File: src/sv/fwq_pkg.sv
// ----------------------------------------------------------------------------
// fwq_pkg
// Types and constants shared by the futex wait queue core.
// ----------------------------------------------------------------------------
package fwq_pkg;

  localparam int WAITERS  = 16;
  localparam int KEY_BITS = 48;
  localparam int SLOT_W   = $clog2(WAITERS);
  localparam int CNT_W    = $clog2(WAITERS + 1);

  localparam logic [2:0] OP_WAIT = 3'd0;
  localparam logic [2:0] OP_WAKE = 3'd1;
  localparam logic [2:0] OP_TICK = 3'd2;
  localparam logic [2:0] OP_INTR = 3'd3;

  localparam logic [2:0] ST_OK       = 3'd0;
  localparam logic [2:0] ST_AGAIN    = 3'd1;
  localparam logic [2:0] ST_TIMEDOUT = 3'd2;
  localparam logic [2:0] ST_INVALID  = 3'd3;
  localparam logic [2:0] ST_INTR     = 3'd4;
  localparam logic [2:0] ST_FULL     = 3'd5;

  typedef struct packed {
    logic [2:0]          op;
    logic [KEY_BITS-1:0] key;
    logic [7:0]          waiter_id;
    logic [31:0]         value;
    logic [31:0]         current_value;
    logic                has_timeout;
    logic [31:0]         timeout_us;
  } fwq_in_t;

  typedef struct packed {
    logic       kind;
    logic [7:0] released_id;
    logic [2:0] status;
    logic [4:0] woken_count;
    logic       last;
  } fwq_out_t;

  typedef struct packed {
    logic [KEY_BITS-1:0] key;
    logic [7:0]          waiter;
    logic                timed;
    logic [31:0]         remaining;
  } fwq_slot_t;

  typedef enum logic [2:0] {
    S_IDLE,
    S_SCAN,
    S_TAIL,
    S_REPLY
  } fwq_state_t;

endpackage

File: src/sv/futex_wait_queue_core.sv
// ----------------------------------------------------------------------------
// futex_wait_queue_core
// Flat table of waiting threads kept in arrival order in one slot memory.
// ----------------------------------------------------------------------------
// Every request walks the occupied slots of a single-port-read slot memory,
// one slot per cycle while the output register is free, with a registered
// read, compacting the table as it goes (read slot r, write the survivor back
// at slot w). A request starts the walk, reads each occupied slot, closes the
// walk and then finishes. Requests with a bad op, a bad wait or wake key,
// or a wait whose value mismatches or whose timeout is zero skip the walk.
// Releases and replies leave through a one-entry output register, and the walk
// stalls in any cycle in which that register holds a transaction that is not
// taken. Tick and interrupt releases wait one step in a hold register so the
// final one can carry last. The occupancy count lives in flip-flops; the slot
// contents live in the memory.
// ----------------------------------------------------------------------------
module futex_wait_queue_core
  import fwq_pkg::*;
(
  input  logic     clk,
  input  logic     rst_n,
  input  logic     in_valid,
  output logic     in_ready,
  input  fwq_in_t  in_data,
  output logic     out_valid,
  input  logic     out_ready,
  output fwq_out_t out_data
);

  fwq_slot_t mem [WAITERS];
  fwq_slot_t rd_data_r;

  fwq_state_t state_r, state_nxt;
  fwq_in_t    req_r;
  logic [CNT_W-1:0] n_r, n_nxt;
  logic [CNT_W-1:0] rd_r, rd_nxt;      // next slot to issue a read for
  logic [CNT_W-1:0] w_r, w_nxt;        // compaction write pointer
  logic             pend_r, pend_nxt;  // read data for slot rd_r-1 is valid
  logic [31:0]      left_r, left_nxt;
  logic [4:0]       woken_r, woken_nxt;
  logic             dup_r, dup_nxt;
  logic             found_r, found_nxt;
  logic             ov_r, ov_nxt;
  fwq_out_t         od_r, od_nxt;

  logic             rd_en;
  logic [SLOT_W-1:0] rd_addr;
  logic             wr_en;
  logic [SLOT_W-1:0] wr_addr;
  fwq_slot_t        wr_data;

  logic      out_free;
  logic      key_bad;
  logic      acc;
  fwq_slot_t cur;
  logic [31:0] dec;
  logic      match;
  logic      expire;

  assign in_ready  = (state_r == S_IDLE);
  assign acc       = in_valid && in_ready;
  assign out_valid = ov_r;
  assign out_data  = od_r;
  assign out_free  = !ov_r || out_ready;
  assign key_bad   = req_r.key[1:0] != 2'b00;
  assign cur       = rd_data_r;
  assign dec       = (cur.remaining != 32'd0) ? cur.remaining - 32'd1 : 32'd0;

  always_comb begin
    match = 1'b0;
    expire = 1'b0;
    case (req_r.op)
      OP_WAKE: match = (left_r != 32'd0) && (cur.key == req_r.key);
      OP_TICK: begin
        expire = cur.timed && (dec == 32'd0);
        match  = expire;
      end
      OP_INTR: match = !found_r && (cur.waiter == req_r.waiter_id);
      default: match = 1'b0;
    endcase
  end

  // next state
  always_comb begin
    state_nxt = state_r;
    case (state_r)
      S_IDLE:  if (acc) state_nxt = S_SCAN;
      S_SCAN:  if (out_free && !pend_r && rd_r == n_r) state_nxt = S_TAIL;
      S_TAIL:  if (out_free) state_nxt = S_IDLE;
      S_REPLY: state_nxt = S_IDLE;
      default: state_nxt = S_IDLE;
    endcase
  end

  // datapath and outputs
  always_comb begin
    n_nxt = n_r;  rd_nxt = rd_r;  w_nxt = w_r;  pend_nxt = pend_r;
    left_nxt = left_r;  woken_nxt = woken_r;  dup_nxt = dup_r;
    found_nxt = found_r;
    ov_nxt = ov_r && !out_ready;
    od_nxt = od_r;
    rd_en = 1'b0;  rd_addr = rd_r[SLOT_W-1:0];
    wr_en = 1'b0;  wr_addr = w_r[SLOT_W-1:0];  wr_data = cur;
    case (state_r)
      S_IDLE: begin
        rd_nxt = '0;  w_nxt = '0;  pend_nxt = 1'b0;
        left_nxt = in_data.value;  woken_nxt = '0;
        dup_nxt = 1'b0;  found_nxt = 1'b0;
      end
      S_SCAN: begin
        if (out_free) begin
          // bad ops, bad wait/wake keys, value mismatches and zero timeouts skip the walk
          if (req_r.op > OP_INTR || (key_bad && (req_r.op == OP_WAIT ||
              req_r.op == OP_WAKE)) || (req_r.op == OP_WAIT &&
              (req_r.current_value != req_r.value ||
               (req_r.has_timeout && req_r.timeout_us == 32'd0)))) begin
            rd_nxt = n_r;  pend_nxt = 1'b0;
          end else begin
            if (pend_r) begin
              if (req_r.op == OP_WAIT) begin
                if (cur.waiter == req_r.waiter_id) dup_nxt = 1'b1;
                w_nxt = w_r + 1'b1;
              end else if (match) begin
                ov_nxt = 1'b1;
                od_nxt = '{kind: 1'b1, released_id: cur.waiter,
                           status: (req_r.op == OP_TICK) ? ST_TIMEDOUT :
                                   (req_r.op == OP_INTR) ? ST_INTR : ST_OK,
                           woken_count: 5'd0, last: 1'b0};
                if (req_r.op == OP_WAKE) begin
                  left_nxt  = left_r - 32'd1;
                  woken_nxt = woken_r + 5'd1;
                end
                if (req_r.op == OP_INTR) found_nxt = 1'b1;
              end else begin
                wr_en = 1'b1;
                wr_data = cur;
                if (req_r.op == OP_TICK && cur.timed) wr_data.remaining = dec;
                w_nxt = w_r + 1'b1;
              end
            end
            if (rd_r != n_r) begin
              rd_en = 1'b1;
              rd_nxt = rd_r + 1'b1;
              pend_nxt = 1'b1;
            end else begin
              pend_nxt = 1'b0;
            end
          end
        end
      end
      S_TAIL: begin
        if (out_free) begin
          ov_nxt = 1'b0;
          od_nxt = '{kind: 1'b0, released_id: 8'd0, status: ST_OK,
                     woken_count: 5'd0, last: 1'b1};
          case (req_r.op)
            OP_WAIT: begin
              od_nxt.released_id = req_r.waiter_id;
              ov_nxt = 1'b1;
              if (key_bad) od_nxt.status = ST_INVALID;
              else if (req_r.current_value != req_r.value) od_nxt.status = ST_AGAIN;
              else if (req_r.has_timeout && req_r.timeout_us == 32'd0)
                od_nxt.status = ST_TIMEDOUT;
              else if (dup_r) od_nxt.status = ST_INVALID;
              else if (n_r == CNT_W'(WAITERS)) od_nxt.status = ST_FULL;
              else begin
                ov_nxt = 1'b0;
                wr_en = 1'b1;
                wr_addr = n_r[SLOT_W-1:0];
                wr_data = '{key: req_r.key, waiter: req_r.waiter_id,
                            timed: req_r.has_timeout,
                            remaining: req_r.has_timeout ? req_r.timeout_us : 32'd0};
                n_nxt = n_r + 1'b1;
              end
            end
            OP_WAKE: begin
              ov_nxt = 1'b1;
              if (key_bad) od_nxt.status = ST_INVALID;
              else begin
                od_nxt.woken_count = woken_r;
                n_nxt = w_r;
              end
            end
            OP_TICK: begin
              n_nxt = w_r;
              // mark a release still waiting in the output register as final
              if (ov_r && !out_ready && od_r.kind) begin
                ov_nxt = 1'b1;
                od_nxt = od_r;
                od_nxt.last = 1'b1;
              end else if (ov_r && out_ready) begin
                ov_nxt = 1'b0;
              end
            end
            OP_INTR: begin
              n_nxt = w_r;
              if (found_r) begin
                ov_nxt = 1'b0;
              end else begin
                ov_nxt = 1'b1;
                od_nxt.released_id = req_r.waiter_id;
                od_nxt.status = ST_INVALID;
              end
            end
            default: begin
              ov_nxt = 1'b1;
              od_nxt.status = ST_INVALID;
            end
          endcase
        end
      end
      default: ;
    endcase
  end

  // Release for tick/interrupt must carry last on the final one; handled by
  // holding the newest release until the walk proves no later one follows.
  logic     hold_r, hold_nxt;
  fwq_out_t hd_r, hd_nxt;
  fwq_out_t send;
  logic     send_v;

  always_comb begin
    hold_nxt = hold_r;
    hd_nxt   = hd_r;
    send_v   = ov_nxt;
    send     = od_nxt;
    if ((req_r.op == OP_TICK || req_r.op == OP_INTR) && state_r != S_IDLE) begin
      send_v = 1'b0;
      send   = od_r;
      if (state_r == S_SCAN && ov_nxt && !(ov_r && !out_ready) && od_nxt.kind) begin
        // new release: push previous held one out, hold the new one
        send_v   = hold_r;
        send     = hd_r;
        hold_nxt = 1'b1;
        hd_nxt   = od_nxt;
      end else if (state_r == S_TAIL && out_free) begin
        send_v = hold_r || ov_nxt;
        send   = hold_r ? hd_r : od_nxt;
        send.last = 1'b1;
        hold_nxt = 1'b0;
      end else begin
        send_v = ov_r && !out_ready;
        send   = od_r;
      end
    end
  end

  always_ff @(posedge clk) begin
    if (!rst_n) begin
      state_r <= S_IDLE;
      n_r <= '0;  rd_r <= '0;  w_r <= '0;  pend_r <= 1'b0;
      ov_r <= 1'b0;  hold_r <= 1'b0;
      dup_r <= 1'b0;  found_r <= 1'b0;  woken_r <= '0;
    end else begin
      state_r <= state_nxt;
      n_r <= n_nxt;  rd_r <= rd_nxt;  w_r <= w_nxt;  pend_r <= pend_nxt;
      ov_r <= send_v;  hold_r <= hold_nxt;
      dup_r <= dup_nxt;  found_r <= found_nxt;  woken_r <= woken_nxt;
    end
  end

  always_ff @(posedge clk) begin
    if (acc) req_r <= in_data;
    left_r <= left_nxt;
    od_r   <= send;
    hd_r   <= hd_nxt;
  end

  // slot memory
  always_ff @(posedge clk) begin
    if (wr_en) mem[wr_addr] <= wr_data;
    if (rd_en) rd_data_r <= mem[rd_addr];
  end

`ifndef SYNTHESIS
  a_count_bound: assert property (@(posedge clk) disable iff (!rst_n)
    n_r <= CNT_W'(WAITERS)) else $error("occupancy above table size");
  a_no_accept_busy: assert property (@(posedge clk) disable iff (!rst_n)
    state_r != S_IDLE |-> !in_ready) else $error("accept while busy");
  a_out_hold: assert property (@(posedge clk) disable iff (!rst_n)
    out_valid && !out_ready |=> out_valid && $stable(out_data))
    else $error("result dropped while stalled");
`endif

endmodule

File: config.mk
export PLATFORM = sky130hd
export DESIGN_NAME = futex_wait_queue_core
export DESIGN_NICKNAME = d
export VERILOG_FILES = /design/src/sv/fwq_pkg.sv /design/src/sv/futex_wait_queue_core.sv
export SDC_FILE = /design/constraint.sdc
export NUM_CORES = 2
export LEC_CHECK = 0
export BUFFER_PORTS_ARGS = -buffer_cell sky130_fd_sc_hd__buf_2
export CORE_UTILIZATION = 50
export DETAILED_ROUTE_END_ITERATION = 8
export PLACE_DENSITY = 0.66
export SLEW_MARGIN = 20
export SYNTH_ARGS = -nofsm -noshare
export SYNTH_HDL_FRONTEND = slang
export SYNTH_SLANG_ARGS = --single-unit
export TNS_END_PERCENT = 30
File: constraint.sdc
create_clock -name clk -period 15.7 [get_ports clk]
set_input_delay 0.785 -clock clk [delete_from_list [all_inputs] [get_ports clk]]
set_output_delay 0.785 -clock clk [all_outputs]
set_load 0.01 [all_outputs]
==> qor.txt <==
Status = finished clean
Initial antenna violation count = 1
IO Count = 180
Psw = 2240 uW
Core ar. = 138,000 sq um
Fin crit share = 40.8%
Die H = 376 microns
Global-route wire length before repair = 244,000 microns
Clock sink count = 1,764
Int Power = 7980 uW
Fillers = 10,253
Max Cap Viol = 0
Post-CTS setup buffer count = 0
Ys async rst share = 0%
Relative slew slack = 24.3%
GR Util All Layers = 23.8%
Fin. Hold Viols = 0
Avg Inst Size Synth = 20.4 sq um
# DRC = 0
Share of cells above drive strength 1 = 26.6%
DIE AREA = 142,000 sq um
Clock share of power = 41.3%
CTS H-tree lvls = 4
Pwr dens = 129 nW/um^2
Crit Path Class = register to register
Largest net degree at the start of global routing = 90
Wire per inst = 29.3 microns
Vias/cell = 6.20
1st-pass router iterations = 7
Most frequent cells in the layout = edfxtp_1 (1,737), mux4_2 (445), clkbuf_16 (181)
Clock insertion delay at the later pin of the skew report = 0.81 ns
Setup TNS = 0 ns
TritonCTS clock tree = done
Mapped cell area = 70,000 sq um
Worst Hold Class = primary input to register
Critical Path RT = 16.12 ns
Worst hold slack = 0.152 ns
HPWL after DPL = 99,400 microns
Synth cell types = 72
Worst VDD drop = 105 uV
Minimum clock period = 6.41 ns
Fin. max-slew vios = 0
Ys Warns = 0
Placer congestion estimate = 0.876
Hold buffers post-CTS = 0
Vias post-DR = 35,376
Final setup viols = 0
Most common cell after layout, fill and taps aside = edfxtp_1
Max clock buf depth = 3
Max Fclk = 156 MHz
Die width = 376 microns
Vias in the first global route = 35,448
Resized cells post-CTS = 0
Ys flop type = edfxtp_1
WL final = 167,000 microns
Clk slew on worst S/H paths = 0.06 ns
Flops & latches, synth = 1,764
Sequential-to-total area share from yosys stat = 75.3%
Post-route ant nets = 0
Worst Setup Start Kind = register
Mapped Cells = 3,425
Leak Pwr = 0.0245 uW
Switching part of the total power = 21.9%
Port Buffers = 179
Max FO, Critical Path = 52
Arr. time, crit path = 6.83 ns
DRT iter0 DRCs = 3,868
Slew @ Worst Pin = 1.13 ns
CTS Root Cell = clkbuf_16
Layout Skew = 0.0433 ns
Crit end category = register
Sequential share of power = 53.2%
Effective utilization at floorplan = 50.7%
Proportion of power drawn by combinational gates = 5.5%
RSZ-0062 raised after global routing = false
Area growth syn-to-layout = 13.2%
Total CTS buffers = 177
Rows = 136
Layout Nets = 3,861
Mapped Nets = 3,595
Total grt overflow = 0
Post-synth EDFFs = 1,737
==> metrics by stage <==
stage	cells	power (uW)	setup slack [ns]	util, %	instance area (sq um)
6_report	5703	10200	9.29	57.3	79200
5_1_grt	5703	10500	9.01	57.3	79200
4_1_cts	5700	10300	9.35	57.3	79200
3_5_place_dp	5373	6090	9.35	53.1	73300
3_3_place_gp	5373	6080	9.40	53.1	73300
2_1_floorplan	3425	5840	5.73	-	70000
==> state kept, by name, summed over array words and instances, names as in the netlist, 18 cells and up <==
signal,count
mem,1424
hd_r,18
cur,89
out_data,18
req_r,156
left_r,32
==> cells by family after synthesis <==
family,share of synthesized area (%)
compound gates,3.37
xor+xnor,1.69
mux,14.7
simple gates,3.68
flops,75.3
fa+ha+maj,0.179
buf+inv,1.13
==> metal layers <==
| layer | wire length (microns) | vias up | track usage [%] |
|---|---|---|---|
| li1 | - | 14872 | - |
| met1 | 69400 | 18748 | 33.6 |
| met2 | 82100 | 1509 | 38.8 |
| met3 | 11800 | 247 | 3.84 |
| met4 | 3890 | 0 | 6.74 |
| met5 | 0 | - | 0 |
==> worst max-delay path, cell delays in order (launching register included) <==
cell and delay [ns]:
edfxtp_1 0.53, nor4_1 0.70, nand4_1 0.55, or4_1 0.71, nand3b_1 0.13, a21oi_1 0.05, a21oi_1 0.27, nor2_1 0.13
o31ai_1 0.30, nand3_1 0.69, nor3_2 0.36, buf_4 0.81, buf_4 0.71
==> layout make-up <==
type	count	area [sq um]	share of cell area [%]
Antenna cell	1	2.50	0.00316
Clock buffer	214	4650	5.87
Clock inverter	113	1180	1.49
Inverter	26	97.6	0.123
Multi-Input combinational cell	1457	16700	21.1
Sequential cell	1764	52700	66.5
Tap cell	1863	2330	2.94
Timing Repair Buffer	265	1580	1.99
==> power groups by stage <==
stage	registers [uW]	clock network [uW]	logic (uW)
after global routing	5440	4460	602
final	5440	4220	560
after CTS	5440	4290	557
after detailed placement	5540	0	556
after floorplan	5510	0	326
after global placement	5530	0	546
==> path summary, 6_finish.rpt <==
kind,from,endpoint,slack (ns),cells past startpoint
worst max-delay path,cur[10]$_DFFE_PP_,mem[7][18]$_DFFE_PP_,9.29,12
worst max register to register,cur[10]$_DFFE_PP_,mem[7][18]$_DFFE_PP_,9.29,12
worst min register to register,found_r$_SDFFE_PN0P_,found_r$_SDFFE_PN0P_,0.50,2
worst min-delay path,in_data[108],req_r[108]$_DFFE_PP_,0.15,1
==> synthesized netlist by cell type, types with 6 or more instances <==
cell type,n,share of area [%]
a21o_1,10,0.11
a21oi_1,58,0.41
a221o_1,21,0.30
a22o_1,60,0.75
a22oi_1,18,0.19
a31oi_1,18,0.16
and2_1,18,0.16
and3_1,8,0.071
buf_1,54,0.29
buf_2,7,0.050
clkbuf_1,115,0.62
dfxtp_1,27,0.77
edfxtp_1,1737,75
ha_1,10,0.18
inv_1,25,0.13
mux2_2,18,0.29
mux4_2,445,14
nand2_1,122,0.65
nand3_1,40,0.29
nand4_1,26,0.23
nor2_1,120,0.64
nor2b_1,11,0.098
nor3_1,62,0.44
nor3b_1,6,0.064
nor4_1,55,0.49
o211ai_1,9,0.096
o21ai_0,68,0.49
o31ai_1,12,0.13
or3_1,15,0.13
or4_1,12,0.13
xnor2_1,62,0.78
xor2_1,73,0.91
(Power assumes the default switching activity.)
